**config.mk**
```make
export PLATFORM = sky130hd
export DESIGN_NAME = cfd_div
export DESIGN_NICKNAME = d
export VERILOG_FILES = /design/src/rtl/cfd_pkg.sv /design/src/rtl/cfd_div.sv
export SDC_FILE = /design/constraint.sdc
export NUM_CORES = 1
export LEC_CHECK = 0
export BUFFER_PORTS_ARGS = -buffer_cell sky130_fd_sc_hd__clkbuf_2
export CELL_PAD_IN_SITES_DETAIL_PLACEMENT = 2
export CELL_PAD_IN_SITES_GLOBAL_PLACEMENT = 2
export CORE_MARGIN = 2
export CORE_UTILIZATION = 35
export CTS_CLUSTER_DIAMETER = 80
export CTS_CLUSTER_SIZE = 12
export DETAILED_ROUTE_END_ITERATION = 8
export GPL_TIMING_DRIVEN = 0
export HOLD_SLACK_MARGIN = 0.12
export PLACE_DENSITY_LB_ADDON = 0.05
export SYNTH_ARGS = -nofsm -noshare
export SYNTH_HDL_FRONTEND = slang
export SYNTH_SLANG_ARGS = --single-unit
```
**constraint.sdc**
```tcl
create_clock -name clk -period 4.4 [get_ports clk]
set_input_delay 0.66 -clock clk [delete_from_list [all_inputs] [get_ports clk]]
set_output_delay 0.66 -clock clk [all_outputs]
set_load 0.1 [all_outputs]
```
**src/rtl/cfd_pkg.sv**
```systemverilog
// cfd_pkg: shared types and constants of the capacity fill density block
// used by every rtl file of the block but cfd_ram, no dependencies
`timescale 1ns / 1ps
`default_nettype none

package cfd_pkg;

    localparam int MAX_POINTS_DEF = 64;
    localparam int DIST_BITS_DEF  = 32;

    localparam int POINT_W    = 6;
    localparam int DIST_W     = 32;
    localparam int DEMAND_W   = 16;
    localparam int NPOINTS_W  = 7;
    localparam int CAP_W      = 16;
    localparam int DENSITY_W  = 32;
    localparam int FCOUNT_W   = 7;
    localparam int IN_DATA_W  = 64;
    localparam int OUT_DATA_W = 48;
    localparam int CFG_IDX_W  = 2;
    localparam int CFG_DATA_W = 16;

    typedef enum logic [CFG_IDX_W-1:0] {
        CFG_N_POINTS = 2'd0,
        CFG_CAPACITY = 2'd1
    } cfg_index_t;

    typedef struct packed {
        logic busy;
        logic done;
    } div_stat_t;

    typedef enum logic [15:0] {
        S_IDLE  = 16'h0001,
        S_INIT  = 16'h0002,
        S_JA    = 16'h0004,
        S_JB    = 16'h0008,
        S_JC    = 16'h0010,
        S_KA    = 16'h0020,
        S_KB    = 16'h0040,
        S_KC    = 16'h0080,
        S_FA    = 16'h0100,
        S_FB    = 16'h0200,
        S_STORE = 16'h0400,
        S_OA    = 16'h0800,
        S_OB    = 16'h1000,
        S_OC    = 16'h2000,
        S_OD    = 16'h4000,
        S_OUT   = 16'h8000
    } state_t;

endpackage

`default_nettype wire

```
**src/rtl/cfd_div.sv**
```systemverilog
// cfd_div: restoring divider, one quotient bit per cycle
// depends on cfd_pkg
`timescale 1ns / 1ps
`default_nettype none

module cfd_div
    import cfd_pkg::*;
#(
    parameter int NUMW = 67,
    parameter int DENW = 51
) (
    input  wire logic            clk,
    input  wire logic            rst_n,
    input  wire logic            start,
    input  wire logic [NUMW-1:0] num,
    input  wire logic [DENW-1:0] den,
    output logic      [NUMW-1:0] quot,
    output div_stat_t            stat
);

    localparam int CNTW = $clog2(NUMW + 1);

    logic [NUMW-1:0] q_reg, q_next;
    logic [DENW-1:0] rem_reg, rem_next;
    logic [DENW-1:0] den_reg, den_next;
    logic [CNTW-1:0] cnt_reg, cnt_next;
    logic            busy_reg, busy_next;
    logic            done_reg, done_next;
    logic [DENW:0]   rem_sh;
    logic            ge;

    assign rem_sh = {rem_reg, q_reg[NUMW-1]};
    assign ge     = rem_sh >= {1'b0, den_reg};

    always_comb
    begin
        q_next    = q_reg;
        rem_next  = rem_reg;
        den_next  = den_reg;
        cnt_next  = cnt_reg;
        busy_next = busy_reg;
        done_next = 1'b0;
        if (start)
        begin
            q_next    = num;
            rem_next  = '0;
            den_next  = den;
            cnt_next  = CNTW'(NUMW);
            busy_next = 1'b1;
        end
        else if (busy_reg)
        begin
            rem_next = ge ? DENW'(rem_sh - {1'b0, den_reg}) : rem_sh[DENW-1:0];
            q_next   = {q_reg[NUMW-2:0], ge};
            cnt_next = cnt_reg - CNTW'(1);
            if (cnt_reg == CNTW'(1))
            begin
                busy_next = 1'b0;
                done_next = 1'b1;
            end
        end
    end

    always_ff @(posedge clk or negedge rst_n)
    begin
        if (!rst_n)
        begin
            busy_reg <= 1'b0;
            done_reg <= 1'b0;
            cnt_reg  <= '0;
        end
        else
        begin
            busy_reg <= busy_next;
            done_reg <= done_next;
            cnt_reg  <= cnt_next;
        end
    end

    always_ff @(posedge clk)
    begin
        q_reg   <= q_next;
        rem_reg <= rem_next;
        den_reg <= den_next;
    end

    assign quot      = q_reg;
    assign stat.busy = busy_reg;
    assign stat.done = done_reg;

endmodule

`default_nettype wire

```
==> results.yml <==
power:
  power_uw: 7624
  power.switching_uw: 3470
  seq_power_share_pct: 31.0
  ir_worst_vdd_uv: 294.5
  pwr-share-clk_pct: 21.5
  leakage_uw: 0.005332
  powerDensity_nw_per_um2: 617.3
  switching_share_pct: 45.51
  cellInternalPower_uw: 4154
  p_comb_share_pct: 47.4
worst_setup_path:
  cpMaxStageDelayCell: "edfxtp_1"
  worstSetupPathType: "flop to flop"
  crit_fanout: 10
  cp_cell_sequence: "inv_1 -> ha_1 -> fa_1 -> nand2b_1 -> a211oi_1 -> o41ai_2 -> a211oi_2 -> o31ai_2 -> a211o_1 -> nand2_2 -> buf_6 -> nand2_1 -> o221ai_1"
  cp.arrival_ps: 4430
  slowest_delay_ps: 480
  cp.required_ps: 4780
  critPathTopFamily: "compound AO/OA/AOI/OAI gates"
  path_buf_inv: 2
  worst_setup_path_start_kind: "flop"
  cp-end-kind: "flop"
place:
  port_buffers: 189
  placed_cell_area_sq_um: 11680
  dp_slack_ps: -142.7
  gp_congestion: 0.8447
  dp_cells: 1588
  dp_hpwl_um: 27080
floorplanning:
  rows: 62
  dieArea_sq_um: 30680
  core_sq_um: 28780
  die_y_um: 175.2
  start_util_pct: 35.63
  die_w_um: 175.2
  ios: 190
sta:
  hold_viol_final: 0
  layout_setup_ws_ps: 344.4
  fmax_ghz: 0.2466
  rsz0062_at_grt: "false"
  final_max_slew_viol_count: 0
  max_slew_margin_pct: 30.73
  period_share_pct: 92.17
  worstMarginPinSlew_ps: 1028
  clock_skew_ps: 11.51
  setup_violations: 0
  fin_crit_ps: 4056
clock_network:
  cts_buffer_depth: 2
  clk_pin_slew_ps: 80
  clockRootBuffer: "clkbuf_16"
  clk_latency_ps: 470
  cts_max_level: 4
  cts_tree: "done"
  cts_buffers: 17
  cts.sinks: 178
synthesis:
  ys_async_sr_fraction_pct: 5.056
  synth_cell_types: 63
  synth_edf_count: 118
  synth_cells: 1015
  yosysMostFrequentCell: "edfxtp_1"
  synth_fp_nets: 1190
  avgSynthCellArea_sq_um: 10.10
  yosys_warnings: 0
  synth_top_cell_by_area: "edfxtp_1"
  ys_ff_latch: 178
  synth_ff_type: "edfxtp_1"
  synth_commonest_cells: "118 x edfxtp_1, 108 x nand2_1, 76 x nor2_1, 69 x inv_1, 67 x mux2_2"
  synthTopCellsByArea: "edfxtp_1 35%, dfxtp_1 10%, mux2_2 7.4%"
  yosysTopAreaCellShare_pct: 34.55
  synth_area_sq_um: 10250
  yosysSeqAreaShare_pct: 46.71
routing:
  drc: 0
  drt_iter0_drc: 333
  vias_per_cell: 5.359
  wirelength_um: 35710
  vias: 8698
  drtAntennaViolNets: 0
  wl_per_cell_um: 22.00
  firstDrtPassIters: 5
layout:
  diodes: 0
  layout-drive-gt1-share_pct: 26.07
  nNetsFinal: 1401
  final-instance-count-excl-fill: 1623
  nFillCells: 3098
  stdcell_area_sq_um: 12350
  largest_reg_flops: 67
  area_growth_pct: 20.44
run:
  maxCapViolCount: 0
grt:
  grt_max_degree: 68
  grt_pass1_wl_um: 56180
  antenna_found_initial: 0
  overflow: 0
  first_global_vias: 9785
  grt_use_total_pct: 24.12
run_status:
  status: "finished clean"
worst_hold_path:
  hp-class: "input port to flop"
## final cells by class
type | instances | area [sq um] | area share (%)
inverters | 69 | 261.5 | 2.117
multi-input cells | 713 | 4972 | 40.26
clock buffers | 19 | 454.2 | 3.677
clock inverters | 13 | 163.9 | 1.327
repair buffers | 192 | 983.4 | 7.963
plain buffers | 55 | 245.2 | 1.986
well taps | 384 | 480.5 | 3.890
flip-flops and latches | 178 | 4790 | 38.78
## metrics by stage
step           utilization [%]  hold slack, ps  TNS (ps)
5_1_grt                  42.91           347.1         0
2_1_floorplan                -           364.4         0
3_5_place_dp             40.60           503.0     -1501
4_1_cts                  42.81           341.0         0
3_3_place_gp             40.59           484.5    -79920
6_report                 42.91           366.2         0
## cells in the final DEF (no fill, tap or decap), drive strengths merged, types with 31 or more instances in the layout
cell	instances
dfxtp	51
mux2	67
edfxtp	118
nand2	110
ha	53
nor2	77
clkbuf	249
a21o	31
a21oi	65
o21ai	46
inv	76
a311oi	34
## path summary, 6_finish.rpt
path	to	startpoint	slack (ps)	depth (start not counted)
max reg2reg	rem_reg[18]$_SDFFE_PP0P_	quot[66]$_DFFE_PP_	340	13
min reg2reg	rem_reg[24]$_SDFFE_PP0P_	rem_reg[23]$_SDFFE_PP0P_	500	2
min in group asynchronous	done_reg$_DFF_PN0_	rst_n	580	2
max in group asynchronous	cnt_reg[4]$_DFFE_PN0P_	rst_n	3610	2
min	den_reg[50]$_DFFE_PP_	den[50]	370	1
max	rem_reg[18]$_SDFFE_PP0P_	quot[66]$_DFFE_PP_	340	13
## power groups by stage
| stage | clock network (uW) | logic, uW | registers, uW |
|---|---|---|---|
| global placement | 0 | 3510 | 2390 |
| CTS | 1680 | 3620 | 2370 |
| floorplan | 0 | 2090 | 2850 |
| detailed placement | 0 | 3590 | 2400 |
| global route | 1740 | 3970 | 2410 |
| finish | 1640 | 3620 | 2370 |
## logic make-up (layout without fill, tap and decap cells)
family | after synthesis | in the layout | synth area share, %
simple gates | 286 | 286 | 12.79
compound gates | 256 | 256 | 17.31
flops | 178 | 178 | 46.71
buf+inv | 124 | 348 | 4.880
mux | 69 | 69 | 7.552
fa+ha+maj | 54 | 54 | 6.662
xor+xnor | 48 | 48 | 4.100
## routing by layer
layer / vias up / routed length [um] / GRT usage, %
met1: 4356 / 16060 / 30.38
met3: 22 / 1948 / 6.136
met4: 0 / 404 / 6.736
met5: - / 0 / 0
li1: 4140 / - / -
met2: 180 / 17300 / 40.88
## repair_timing
item | in CTS | in global routing
pin swaps | 0 | 1
setup buffers | 0 | 1
hold endpoints to repair | 9 | 0
hold buffers | 1 | 0
endpoints found under the setup margin | 31 | 30
gates resized for setup | 1 | 6
(Power assumes the default switching activity.)
