$ cat src/rtl/cfd_ram.sv
// cfd_ram: generic simple dual port ram, one write and one registered read port
// depends on nothing
`timescale 1ns / 1ps
`default_nettype none

module cfd_ram #(
    parameter int WIDTH = 8,
    parameter int DEPTH = 64,
    localparam int AW   = (DEPTH > 1) ? $clog2(DEPTH) : 1
) (
    input  wire logic             clk,
    input  wire logic             wr_en,
    input  wire logic [AW-1:0]    wr_addr,
    input  wire logic [WIDTH-1:0] wr_data,
    input  wire logic [AW-1:0]    rd_addr,
    output logic      [WIDTH-1:0] rd_data
);

    logic [WIDTH-1:0] mem [DEPTH];
    logic [WIDTH-1:0] rd_data_reg;

    always_ff @(posedge clk)
    begin
        if (wr_en)
        begin
            mem[wr_addr] <= wr_data;
        end
        rd_data_reg <= mem[rd_addr];
    end

    assign rd_data = rd_data_reg;

endmodule

`default_nettype wire

$ cat config.mk
export PLATFORM = sky130hd
export DESIGN_NAME = cfd_ram
export DESIGN_NICKNAME = d
export VERILOG_FILES = /design/src/rtl/cfd_ram.sv
export SDC_FILE = /design/constraint.sdc
export NUM_CORES = 1
export LEC_CHECK = 0
export BUFFER_PORTS_ARGS = -buffer_cell sky130_fd_sc_hd__buf_2
export CAP_MARGIN = 20
export CORE_ASPECT_RATIO = 1.75
export CORE_UTILIZATION = 65
export CTS_CLUSTER_SIZE = 10
export DETAILED_ROUTE_END_ITERATION = 8
export PLACE_DENSITY_LB_ADDON = 0.1
export SKIP_LAST_GASP = 1
export SLEW_MARGIN = 10
export SYNTH_ARGS = -nofsm -noshare
export SYNTH_HDL_FRONTEND = slang
export SYNTH_SLANG_ARGS = --single-unit
$ cat constraint.sdc
create_clock -name clk -period 5.6 [get_ports clk]
set_input_delay 0.28 -clock clk [delete_from_list [all_inputs] [get_ports clk]]
set_output_delay 0.28 -clock clk [all_outputs]
set_load 0.03 [all_outputs]
==> results of run 1 <==
-- logic make-up after synthesis --
logic type / share of synthesized area [%]
AND/OR/NAND/NOR: 3.39
multiplexers: 15.9
buffers and inverters: 1.57
flip-flops: 77.0
AO/OA/AOI/OAI: 2.07
-- final cells by class --
| cell class | instances | area, um2 | area share (%) |
|---|---|---|---|
| multi-input cells | 369 | 4320 | 19.4 |
| clock buffers | 71 | 1520 | 6.83 |
| clock inverters | 1 | 8.76 | 0.0393 |
| diodes | 2 | 5.00 | 0.0225 |
| repair buffers | 45 | 402 | 1.80 |
| well taps | 391 | 489 | 2.20 |
| flip-flops and latches | 520 | 15500 | 69.7 |
-- critical path, delay by kind of cell --
family / cells / cell delay [ns]
AOI/OAI and AO/OA: 1 / 0.15
buffers and inverters: 2 / 1.14
muxes: 2 / 1.07
and+or+nand+nor: 2 / 0.22
-- how the worst max path moves through the flow --
stage                           from         end  slack, ns  cells after the start
after CTS                 rd_addr[0]  rd_data[0]       3.04                      7
after global placement    rd_addr[0]  rd_data[1]       2.48                      7
after detailed placement  rd_addr[0]  rd_data[0]       2.43                      7
after floorplan           rd_addr[1]  rd_data[3]       3.65                      7
after global routing      rd_addr[0]  rd_data[0]       2.87                      7
final                     rd_addr[0]  rd_data[0]       3.03                      7
-- cell usage in the layout, fill, tap and decap left out, types with 2 or more instances in the layout --
cell and instances:
sky130_fd_sc_hd__a2111oi_0 2, sky130_fd_sc_hd__a211oi_1 4, sky130_fd_sc_hd__a21oi_1 3, sky130_fd_sc_hd__a221oi_1 6, sky130_fd_sc_hd__a22oi_1 3, sky130_fd_sc_hd__buf_12 6
sky130_fd_sc_hd__buf_16 2, sky130_fd_sc_hd__buf_2 26, sky130_fd_sc_hd__buf_4 8, sky130_fd_sc_hd__buf_6 2, sky130_fd_sc_hd__clkbuf_1 12, sky130_fd_sc_hd__clkbuf_16 59
sky130_fd_sc_hd__dfxtp_1 8, sky130_fd_sc_hd__diode_2 2, sky130_fd_sc_hd__edfxtp_1 512, sky130_fd_sc_hd__mux2_2 13, sky130_fd_sc_hd__mux2i_1 23, sky130_fd_sc_hd__mux4_2 126
sky130_fd_sc_hd__nand2_1 19, sky130_fd_sc_hd__nand2b_1 7, sky130_fd_sc_hd__nand3_1 13, sky130_fd_sc_hd__nand3b_1 3, sky130_fd_sc_hd__nand4_1 2, sky130_fd_sc_hd__nor2_1 83
sky130_fd_sc_hd__nor2b_1 14, sky130_fd_sc_hd__nor3_1 7, sky130_fd_sc_hd__nor4_1 2, sky130_fd_sc_hd__o2111ai_1 3, sky130_fd_sc_hd__o21a_1 2, sky130_fd_sc_hd__o21ai_0 2
sky130_fd_sc_hd__o21ai_1 2, sky130_fd_sc_hd__o221a_2 2, sky130_fd_sc_hd__o221ai_1 8, sky130_fd_sc_hd__o22ai_1 8, sky130_fd_sc_hd__o2bb2ai_1 3, sky130_fd_sc_hd__o32ai_1 2
sky130_fd_sc_hd__o41ai_1 2
-- synthesized netlist by cell type (all sizes together), types with 3 or more instances --
library cell | instances | area share, %
clkbuf | 17 | 0.32
nor2 | 83 | 1.5
nor3 | 7 | 0.17
mux2 | 13 | 0.73
a221oi | 6 | 0.26
o2111ai | 3 | 0.13
o22ai | 8 | 0.25
edfxtp | 512 | 76
nand3b | 3 | 0.11
a21oi | 3 | 0.074
nand2b | 7 | 0.22
o21ai | 4 | 0.099
a211oi | 4 | 0.15
a22oi | 3 | 0.11
mux2i | 23 | 1.1
o221ai | 8 | 0.35
dfxtp | 8 | 0.79
o2bb2ai | 3 | 0.13
mux4 | 126 | 14
nor2b | 14 | 0.43
nand3 | 13 | 0.32
buf | 34 | 1.3
nand2 | 19 | 0.35
-- where the power goes --
part / switching [W] / internal [W]
clock network: 0.00134 / 0.00186
registers: 0.0000104 / 0.00431
logic: 0.000254 / 0.000152
total: 0.00160 / 0.00633
-- per-stage QoR --
step | utilization (%) | worst slack (ns) | area, um2
after global routing | 72.7 | 2.87 | 22300
after global placement | 67.1 | 2.48 | 20600
after CTS | 72.1 | 3.04 | 22100
final | 72.7 | 3.03 | 22300
after floorplan | - | 3.65 | 20200
after detailed placement | 67.1 | 2.43 | 20600
-- per-layer routing --
layer  part of all wire [%]  up-vias  global-route usage [%]  routed length (um)
met5                      0        -                       0                   0
li1                       -     4001                       -                   -
met1                     35     5028                    37.3               15500
met3                    6.6      103                    4.57                2940
met4                    4.4        0                    14.7                1960
met2                     54      472                    50.8               24200
==> run summary, run 1 <==
top-level I/O count: 30
total of cells resized after clock tree synthesis: 0
dpl cells: 1316
hold-critical path endpoint: mem[41][4]
number of standard cells in the layout, taps in and fillers out: 1399
insertion delay of the later-clocked pin in the worst-skew pair: 0.59 ns
# Max-Cap Violations: 0
core footprint: 30600 um2
fmax: 390 MHz
Total Routed Length: 44.6 mm
number of vias per cell: 6.86
Synthesized Nets: 962
pin count of the biggest net entering global routing: 70
deepest level of the CTS H-tree: 2
kind of end point of the critical path: register
post-DR wirelength/cell: 31.9 um
post-CTS setup buffer count: 0
total global routing track utilization: 29.8%
Leak Pwr: 6.94 nW
initial antenna violation count: 2
Pre-antenna DRT Iters: 5
count of cells along the worst register-to-register path: 4
final setup TNS: 0 ns
Routed Antenna Nets: 0
most used cell, CP: sky130_fd_sc_hd__mux4_2
path type of the worst min-delay path: in2reg
max incr delay on CP: 0.62 ns
final number of max-transition violations: 0
DIE HEIGHT: 235 um
setup repair after global routing missed its margin: no
slowest stage cell, crit path: sky130_fd_sc_hd__clkbuf_8
net total in the final layout: 1015
synth unique cells: 40
global-route wire length before repair: 65.7 mm
Cell Chain, Critical Path: clkbuf_8 > buf_12 > mux4_2 > mux4_2 > nor2_1 > nor3_1 > o2bb2ai_1
Post-Route Hold Slack: 0.131 ns
DRC Markers: 0
post-CTS clock slew at the launch and capture registers of the worst setup and hold paths: 0.06 ns
Die Outline Area: 31800 um2
synthesized netlist cell count: 940
Max VDD drop: 331 uV
origin of the critical flop-to-flop path: mem[47][0]
max FFs per register: 512
number of buffers between clock root and the deepest sink: 3
transition time of the tightest slew-check pin: 1.17 ns
crit path DAT: 2.99 ns
outcome: complete, no violations
number of buffers inserted during clock tree synthesis: 57
Worst Path Max Fanout: 69
number of fill cells: 1781
count of buffers inserted at the top-level ports: 29
fin crit share: 45.8%
num rows: 85
count of final setup violators: 0
vias: 9604
number of cells on the worst hold path: 1
area growth from synthesis to final layout: 10.5%
total design power: 0.00793 W
half-perimeter wire length of the detailed placement result: 27.1 mm
Synth warnings: 0
worst-case register-to-register setup slack: 3.23 ns
async set-or-reset flop fraction in the synthesized netlist: 0%
ys flop type: sky130_fd_sc_hd__edfxtp_1
number of global-route vias before repair: 10100
startpoint types: input port
root buf cell: sky130_fd_sc_hd__clkbuf_16
Worst EP required: 6.02 ns
share of synthesized area occupied by flip-flops and latches: 77.0%
Post-CTS Hold Fix Bufs: 0
post-synth design cell area: 20200 um2
number of hold violations in the final report: 0
setup skew after layout: 0.0195 ns
total of flip-flops plus latches after synthesis: 520
starting utilization of the core area: 65.8%
number of synthesized flops with an enable pin: 512
syn_area_per_cell: 21.5 um2
share of layout cells above drive strength 1: 24.5%
clk sink count: 520
end of the worst register-to-register path: rd_data[0]
TritonCTS clock tree: built
WS Path Type: in2reg
total overflow reported by the global router: 0
source of the worst hold timing path: wr_data[4]
number of DRC violations after detailed-routing iteration 0: 905
pwr/cell area: 356 nW/um2
RD Place Congestion: 0.864
floorplan die width: 135 um
Final Critical Period: 2.57 ns
Max transition margin: 22.0%
(Power assumes the default switching activity.)
==> run 2, diff against run 1 <==
--- a/config.mk
+++ b/config.mk
@@ -8,7 +8,7 @@
 export BUFFER_PORTS_ARGS = -buffer_cell sky130_fd_sc_hd__buf_2
 export CAP_MARGIN = 20
 export CORE_ASPECT_RATIO = 1.75
-export CORE_UTILIZATION = 65
+export CORE_UTILIZATION = 62
 export CTS_CLUSTER_SIZE = 10
 export DETAILED_ROUTE_END_ITERATION = 8
 export PLACE_DENSITY_LB_ADDON = 0.1
==> constraint.sdc (replaced) <==
create_clock -name clk -period 2.4 [get_ports clk]
set_input_delay 0.12 -clock clk [delete_from_list [all_inputs] [get_ports clk]]
set_output_delay 0.12 -clock clk [all_outputs]
set_load 0.03 [all_outputs]
==> run 2 against run 1 <==
Count of clock-buffer cells in the layout increased by 11. Sequential cell count unchanged. The flow now finishes with violations (design-rule violations). Design area increased by 3.6%. Final cell count increased by 8.6%. Non-clock buffer count increased by 102. Sequential share of layout area decreased by 2.4 points. Largest cell class unchanged. Sequential power increased by 130%. Critical path depth decreased by 3. Clock power increased by 140%. Critical path type is now reg2reg. Die area increased by 4.8%.
==> run summary, run 2 (synthesis gave the netlist of run 1 again) <==
outcome: complete, but fails checks
violated checks: design-rule violations
max incr delay on CP: 0.83 ns
source of the worst hold timing path: rd_addr[3]
number of buffers inserted during clock tree synthesis: 57
Pre-antenna DRT Iters: 7
area post-placement: 21500 um2
fin crit share: 96.1%
insertion delay of the later-clocked pin in the worst-skew pair: 0.58 ns
pin count of the biggest net entering global routing: 57
starting utilization of the core area: 62.8%
Leak Pwr: 7.47 nW
global-route wire length before repair: 66.6 mm
top-level I/O count: 30
root buf cell: sky130_fd_sc_hd__clkbuf_16
Cell Chain, Critical Path: mux4_2 > mux2_2 > a221oi_1 > o2bb2ai_1
vias: 9986
pwr/cell area: 810 nW/um2
part of the power in the clock network: 40.6%
Post-Route Hold Slack: 0.0642 ns
number of buffers between clock root and the deepest sink: 3
sw frac: 20.4%
Post-Route Utilization: 71.8%
Worst EP required: 2.83 ns
floorplan die width: 138 um
area growth from synthesis to final layout: 14.4%
P_int: 0.0149 W
number of vias per cell: 6.57
Finished Cell Area: 23100 um2
core footprint: 32100 um2
total design power: 0.0187 W
most used routing layer: met2
# Max-Cap Violations: 0
post-DR wirelength/cell: 29.6 um
count of buffers inserted at the top-level ports: 29
launch point of the worst path: mem[45][0]
top cell family by delay on the critical path: compound AO/OA/AOI/OAI gates
register share of total power: 54.0%
number of global-route vias before repair: 10500
slowest stage cell, crit path: sky130_fd_sc_hd__a221oi_1
setup skew after layout: 0.00835 ns
worst-case register-to-register setup slack: 0.09 ns
setup repair after global routing missed its margin: no
Max VDD drop: 606 uV
kind of end point of the critical path: register
post-CTS clock slew at the launch and capture registers of the worst setup and hold paths: 0.06 ns
Final Critical Period: 2.31 ns
DIE HEIGHT: 241 um
fmax: 434 MHz
met2 Use GR: 51.8%
number of hold violations in the final report: 0
Total Routed Length: 45.0 mm
TritonCTS clock tree: built
number of DRC violations after detailed-routing iteration 0: 1033
clk sink count: 520
total overflow reported by the global router: 0
Bufs and invs on worst path: 0
initial antenna violation count: 1
half-perimeter wire length of the detailed placement result: 30.2 mm
origin of the critical flop-to-flop path: mem[45][0]
PnR worst setup slack: 0.0935 ns
max FFs per register: 512
transition time of the tightest slew-check pin: 0.954 ns
num rows: 87
total of cells resized after clock tree synthesis: 0
Routed Antenna Nets: 0
M3 GR Usage: 3.53%
RD Place Congestion: 0.851
final number of max-transition violations: 0
crit path DAT: 2.74 ns
Global Route met1 Usage: 33.4%
commonest non-fill, non-tap cell in the layout: sky130_fd_sc_hd__edfxtp_1
share of layout cells above drive strength 1: 30.9%
net total in the final layout: 1117
total global routing track utilization: 28.4%
total net switching power: 0.00381 W
Max transition margin: 36.4%
deepest level of the CTS H-tree: 2
startpoint types: register
most used cells in the layout excluding fill and tap cells: sky130_fd_sc_hd__edfxtp_1, sky130_fd_sc_hd__mux4_2, sky130_fd_sc_hd__buf_4
path type of the worst min-delay path: in2reg
setup slack at placement: -0.200 ns
Die Outline Area: 33300 um2
count of final setup violators: 0
antenna fix cells: 0
WS Path Type: reg2reg
combinational group share of total power: 5.4%
Worst Path Max Fanout: 1
DRC Markers: 6
==> run 2: changes by cell type in the layout (fill, tap and decap cells not counted), sizes merged <==
cell / before / now
buf: 44 / 144
clkbuf: 72 / 83
diode: 2 / 0
dlygate4sd3: 0 / 2
==> run 2: timing repair <==
action,CTS,global route
hold buffers,2,0
setup endpoints to repair,0,0
buffers inserted,0,0
hold endpoints to repair,12,0
==> run 2: worst reg2reg max path, cell delays in order, from the launching register on <==
cell and delay, ns:
sky130_fd_sc_hd__edfxtp_1 0.38, sky130_fd_sc_hd__mux4_2 0.50, sky130_fd_sc_hd__mux2_2 0.29, sky130_fd_sc_hd__a221oi_1 0.83
sky130_fd_sc_hd__o2bb2ai_1 0.16
==> run 2: path summary, 6_finish.rpt <==
check	end	depth (start not counted)
setup reg to reg	rd_data[0]	4
setup / recovery	rd_data[0]	4
hold / removal	rd_data[7]	3
hold reg to reg	rd_data[6]	3
==> run 2: final cells by class <==
class | count | area (um2)
sequential | 520 | 15500
clock inverter | 1 | 8.76
clock buffer | 82 | 1560
fill | 1866 | 9040
tap | 400 | 500
multi-input combinational | 369 | 4320
timing repair buffer | 147 | 1150
==> run 2: metal layers <==
metal  wire, um  vias up  share of wire, %
met4       2120        0               4.7
met3       2370      100               5.3
met5          0        -                 0
met1      15900     5250                35
li1           -     4208                 -
met2      24600      428                55
==> run 2: per-stage QoR <==
stage | cells | TNS, ns
6_report | 1519 | 0
5_1_grt | 1519 | 0
4_1_cts | 1519 | 0
3_5_place_dp | 1434 | -0.357
3_3_place_gp | 1434 | -0.272
2_1_floorplan | 940 | 0
==> run 2: power groups by stage <==
| stage | sequential [W] | clock (W) | combinational, W |
|---|---|---|---|
| after global placement | 0.0103 | 0 | 0.000991 |
| after global routing | 0.0101 | 0.00799 | 0.00107 |
| after detailed placement | 0.0103 | 0 | 0.00102 |
| final | 0.0101 | 0.00758 | 0.00102 |
| after floorplan | 0.0103 | 0 | 0.000536 |
| after CTS | 0.0101 | 0.00766 | 0.00102 |
==> run 3, diff against run 2 <==
--- a/config.mk
+++ b/config.mk
@@ -12,6 +12,7 @@
 export CTS_CLUSTER_SIZE = 10
 export DETAILED_ROUTE_END_ITERATION = 8
 export PLACE_DENSITY_LB_ADDON = 0.1
+export SETUP_SLACK_MARGIN = 0.3
 export SKIP_LAST_GASP = 1
 export SLEW_MARGIN = 10
 export SYNTH_ARGS = -nofsm -noshare
==> run 3 against run 2 <==
Global-route usage grew 0.064 points. Fmax grew 13%. Final cell count is the same. Non-clock buffer count is the same. Critical endpoint is now rd_data[4]. Highest routed layer unchanged. Via count grew 0.11%. The run still ends with design-rule violations left. Worst setup slack gained 0.27 ns.
==> run summary, run 3 (synthesis gave the netlist of run 1 again) <==
outcome: complete, but fails checks
violated checks: design-rule violations
WS Path Type: reg2reg
count of buffers inserted at the top-level ports: 29
setup skew after layout: 0.00775 ns
num rows: 87
WL met1: 15.7 mm
initial antenna violation count: 0
TritonCTS clock tree: built
setup repair after global routing missed its margin: no
number of fill cells: 1861
total overflow reported by the global router: 0
number of global-route vias before repair: 10500
Total Routed Length: 45.1 mm
clk sink count: 520
total design power: 0.0187 W
core footprint: 32100 um2
DRC Markers: 6
number of buffers inserted during clock tree synthesis: 57
final number of max-transition violations: 0
Worst EP required: 2.85 ns
fin crit share: 84.7%
number of hold violations in the final report: 0
Post-Route Utilization: 71.9%
Die Outline Area: 33300 um2
deepest level of the CTS H-tree: 2
Routed Antenna Nets: 0
met3 layer wire length in the routed design: 2.59 mm
fmax: 492 MHz
# Max-Cap Violations: 0
floorplan die width: 138 um
antenna fix cells: 0
post-CTS setup buffer count: 0
half-perimeter wire length of the detailed placement result: 30.2 mm
vias: 9997
Post-Route Hold Slack: 0.0658 ns
startpoint types: register
Leak Pwr: 7.48 nW
post-DR wirelength/cell: 29.7 um
root buf cell: sky130_fd_sc_hd__clkbuf_16
net total in the final layout: 1117
share of layout cells above drive strength 1: 31.3%
source of the worst hold timing path: wr_data[7]
starting utilization of the core area: 62.8%
length of routed met2 wiring: 24.3 mm
slowest stage cell, crit path: sky130_fd_sc_hd__mux4_2
most used cells in the layout excluding fill and tap cells: sky130_fd_sc_hd__edfxtp_1, sky130_fd_sc_hd__mux4_2, sky130_fd_sc_hd__buf_4
insertion delay of the later-clocked pin in the worst-skew pair: 0.58 ns
origin of the critical flop-to-flop path: mem[29][4]
pwr/cell area: 810 nW/um2
path type of the worst min-delay path: in2reg
kind of end point of the critical path: register
max incr delay on CP: 0.48 ns
total global routing track utilization: 28.4%
count of final setup violators: 0
Cell Chain, Critical Path: mux4_2 > mux2_2 > o221a_2 > nor3_2 > o32ai_1
Final Critical Period: 2.03 ns
Pre-antenna DRT Iters: 7
pin count of the biggest net entering global routing: 57
post-CTS clock slew at the launch and capture registers of the worst setup and hold paths: 0.06 ns
max FFs per register: 512
Worst Path Max Fanout: 1
DIE HEIGHT: 241 um
number of vias per cell: 6.58
number of buffers between clock root and the deepest sink: 3
Max transition margin: 42.8%
number of DRC violations after detailed-routing iteration 0: 1035
transition time of the tightest slew-check pin: 0.855 ns
RD Place Congestion: 0.851
top-level I/O count: 30
PnR worst setup slack: 0.367 ns
setup slack at placement: -0.200 ns
area growth from synthesis to final layout: 14.5%
crit path DAT: 2.49 ns
global-route wire length before repair: 66.5 mm
launch point of the worst path: mem[29][4]
commonest non-fill, non-tap cell in the layout: sky130_fd_sc_hd__edfxtp_1
uppermost signal routing layer after detailed routing: met4
Max VDD drop: 615 uV
## run 3: cell counts in the layout (fill, tap and decap cells not counted)
No cell type changed its count.
## run 3: critical path, delay by kind of cell, from the launching register on
kind	cells	cell delay [ns]
muxes	2	0.81
AOI/OAI and AO/OA	2	0.43
DFF	1	0.39
and+or+nand+nor	1	0.27
## run 3: power breakdown
group / switching, W / total [W] / internal [W] / leakage [nW]
Clock: 0.00317 / 0.00759 / 0.00442 / 0.759
Sequential: 0.0000262 / 0.0101 / 0.0101 / 4.67
Combinational: 0.000623 / 0.00103 / 0.000404 / 2.05
## run 3: cell type report
class	count	area, um2	area share, %
Multi-Input combinational cell	369	4340	18.8
Clock inverter	1	8.76	0.0379
Clock buffer	82	1560	6.77
Timing Repair Buffer	147	1150	4.98
Tap cell	400	500	2.17
Sequential cell	520	15500	67.3
## run 3: worst paths after layout
| path | endpoint | slack (ns) | depth (start not counted) |
|---|---|---|---|
| setup / recovery | rd_data[4] | 0.37 | 5 |
| hold / removal | mem[37][7] | 0.07 | 1 |
| setup reg to reg | rd_data[4] | 0.37 | 5 |
| hold reg to reg | rd_data[6] | 0.88 | 3 |
## run 3: layer usage
metal  vias to the layer above  GRT usage, %
met5                         -             0
met3                       115          3.41
met2                       460          50.9
li1                       4208             -
met4                         0          16.0
met1                      5214          33.8
## run 3: what timing repair did
item | CTS | global route
gates resized for setup | 3 | 1
endpoints found under the setup margin | 3 | 1
hold buffers | 2 | 0
hold endpoints to repair | 12 | 0
## run 3: per-stage QoR
| stage | instances | cell area [um2] | TNS [ns] |
|---|---|---|---|
| global route | 1519 | 23100 | 0 |
| floorplan | 940 | 20200 | 0 |
| finish | 1519 | 23100 | 0 |
| detailed placement | 1434 | 21500 | -0.357 |
| CTS | 1519 | 23100 | 0 |
| global placement | 1434 | 21500 | -0.272 |
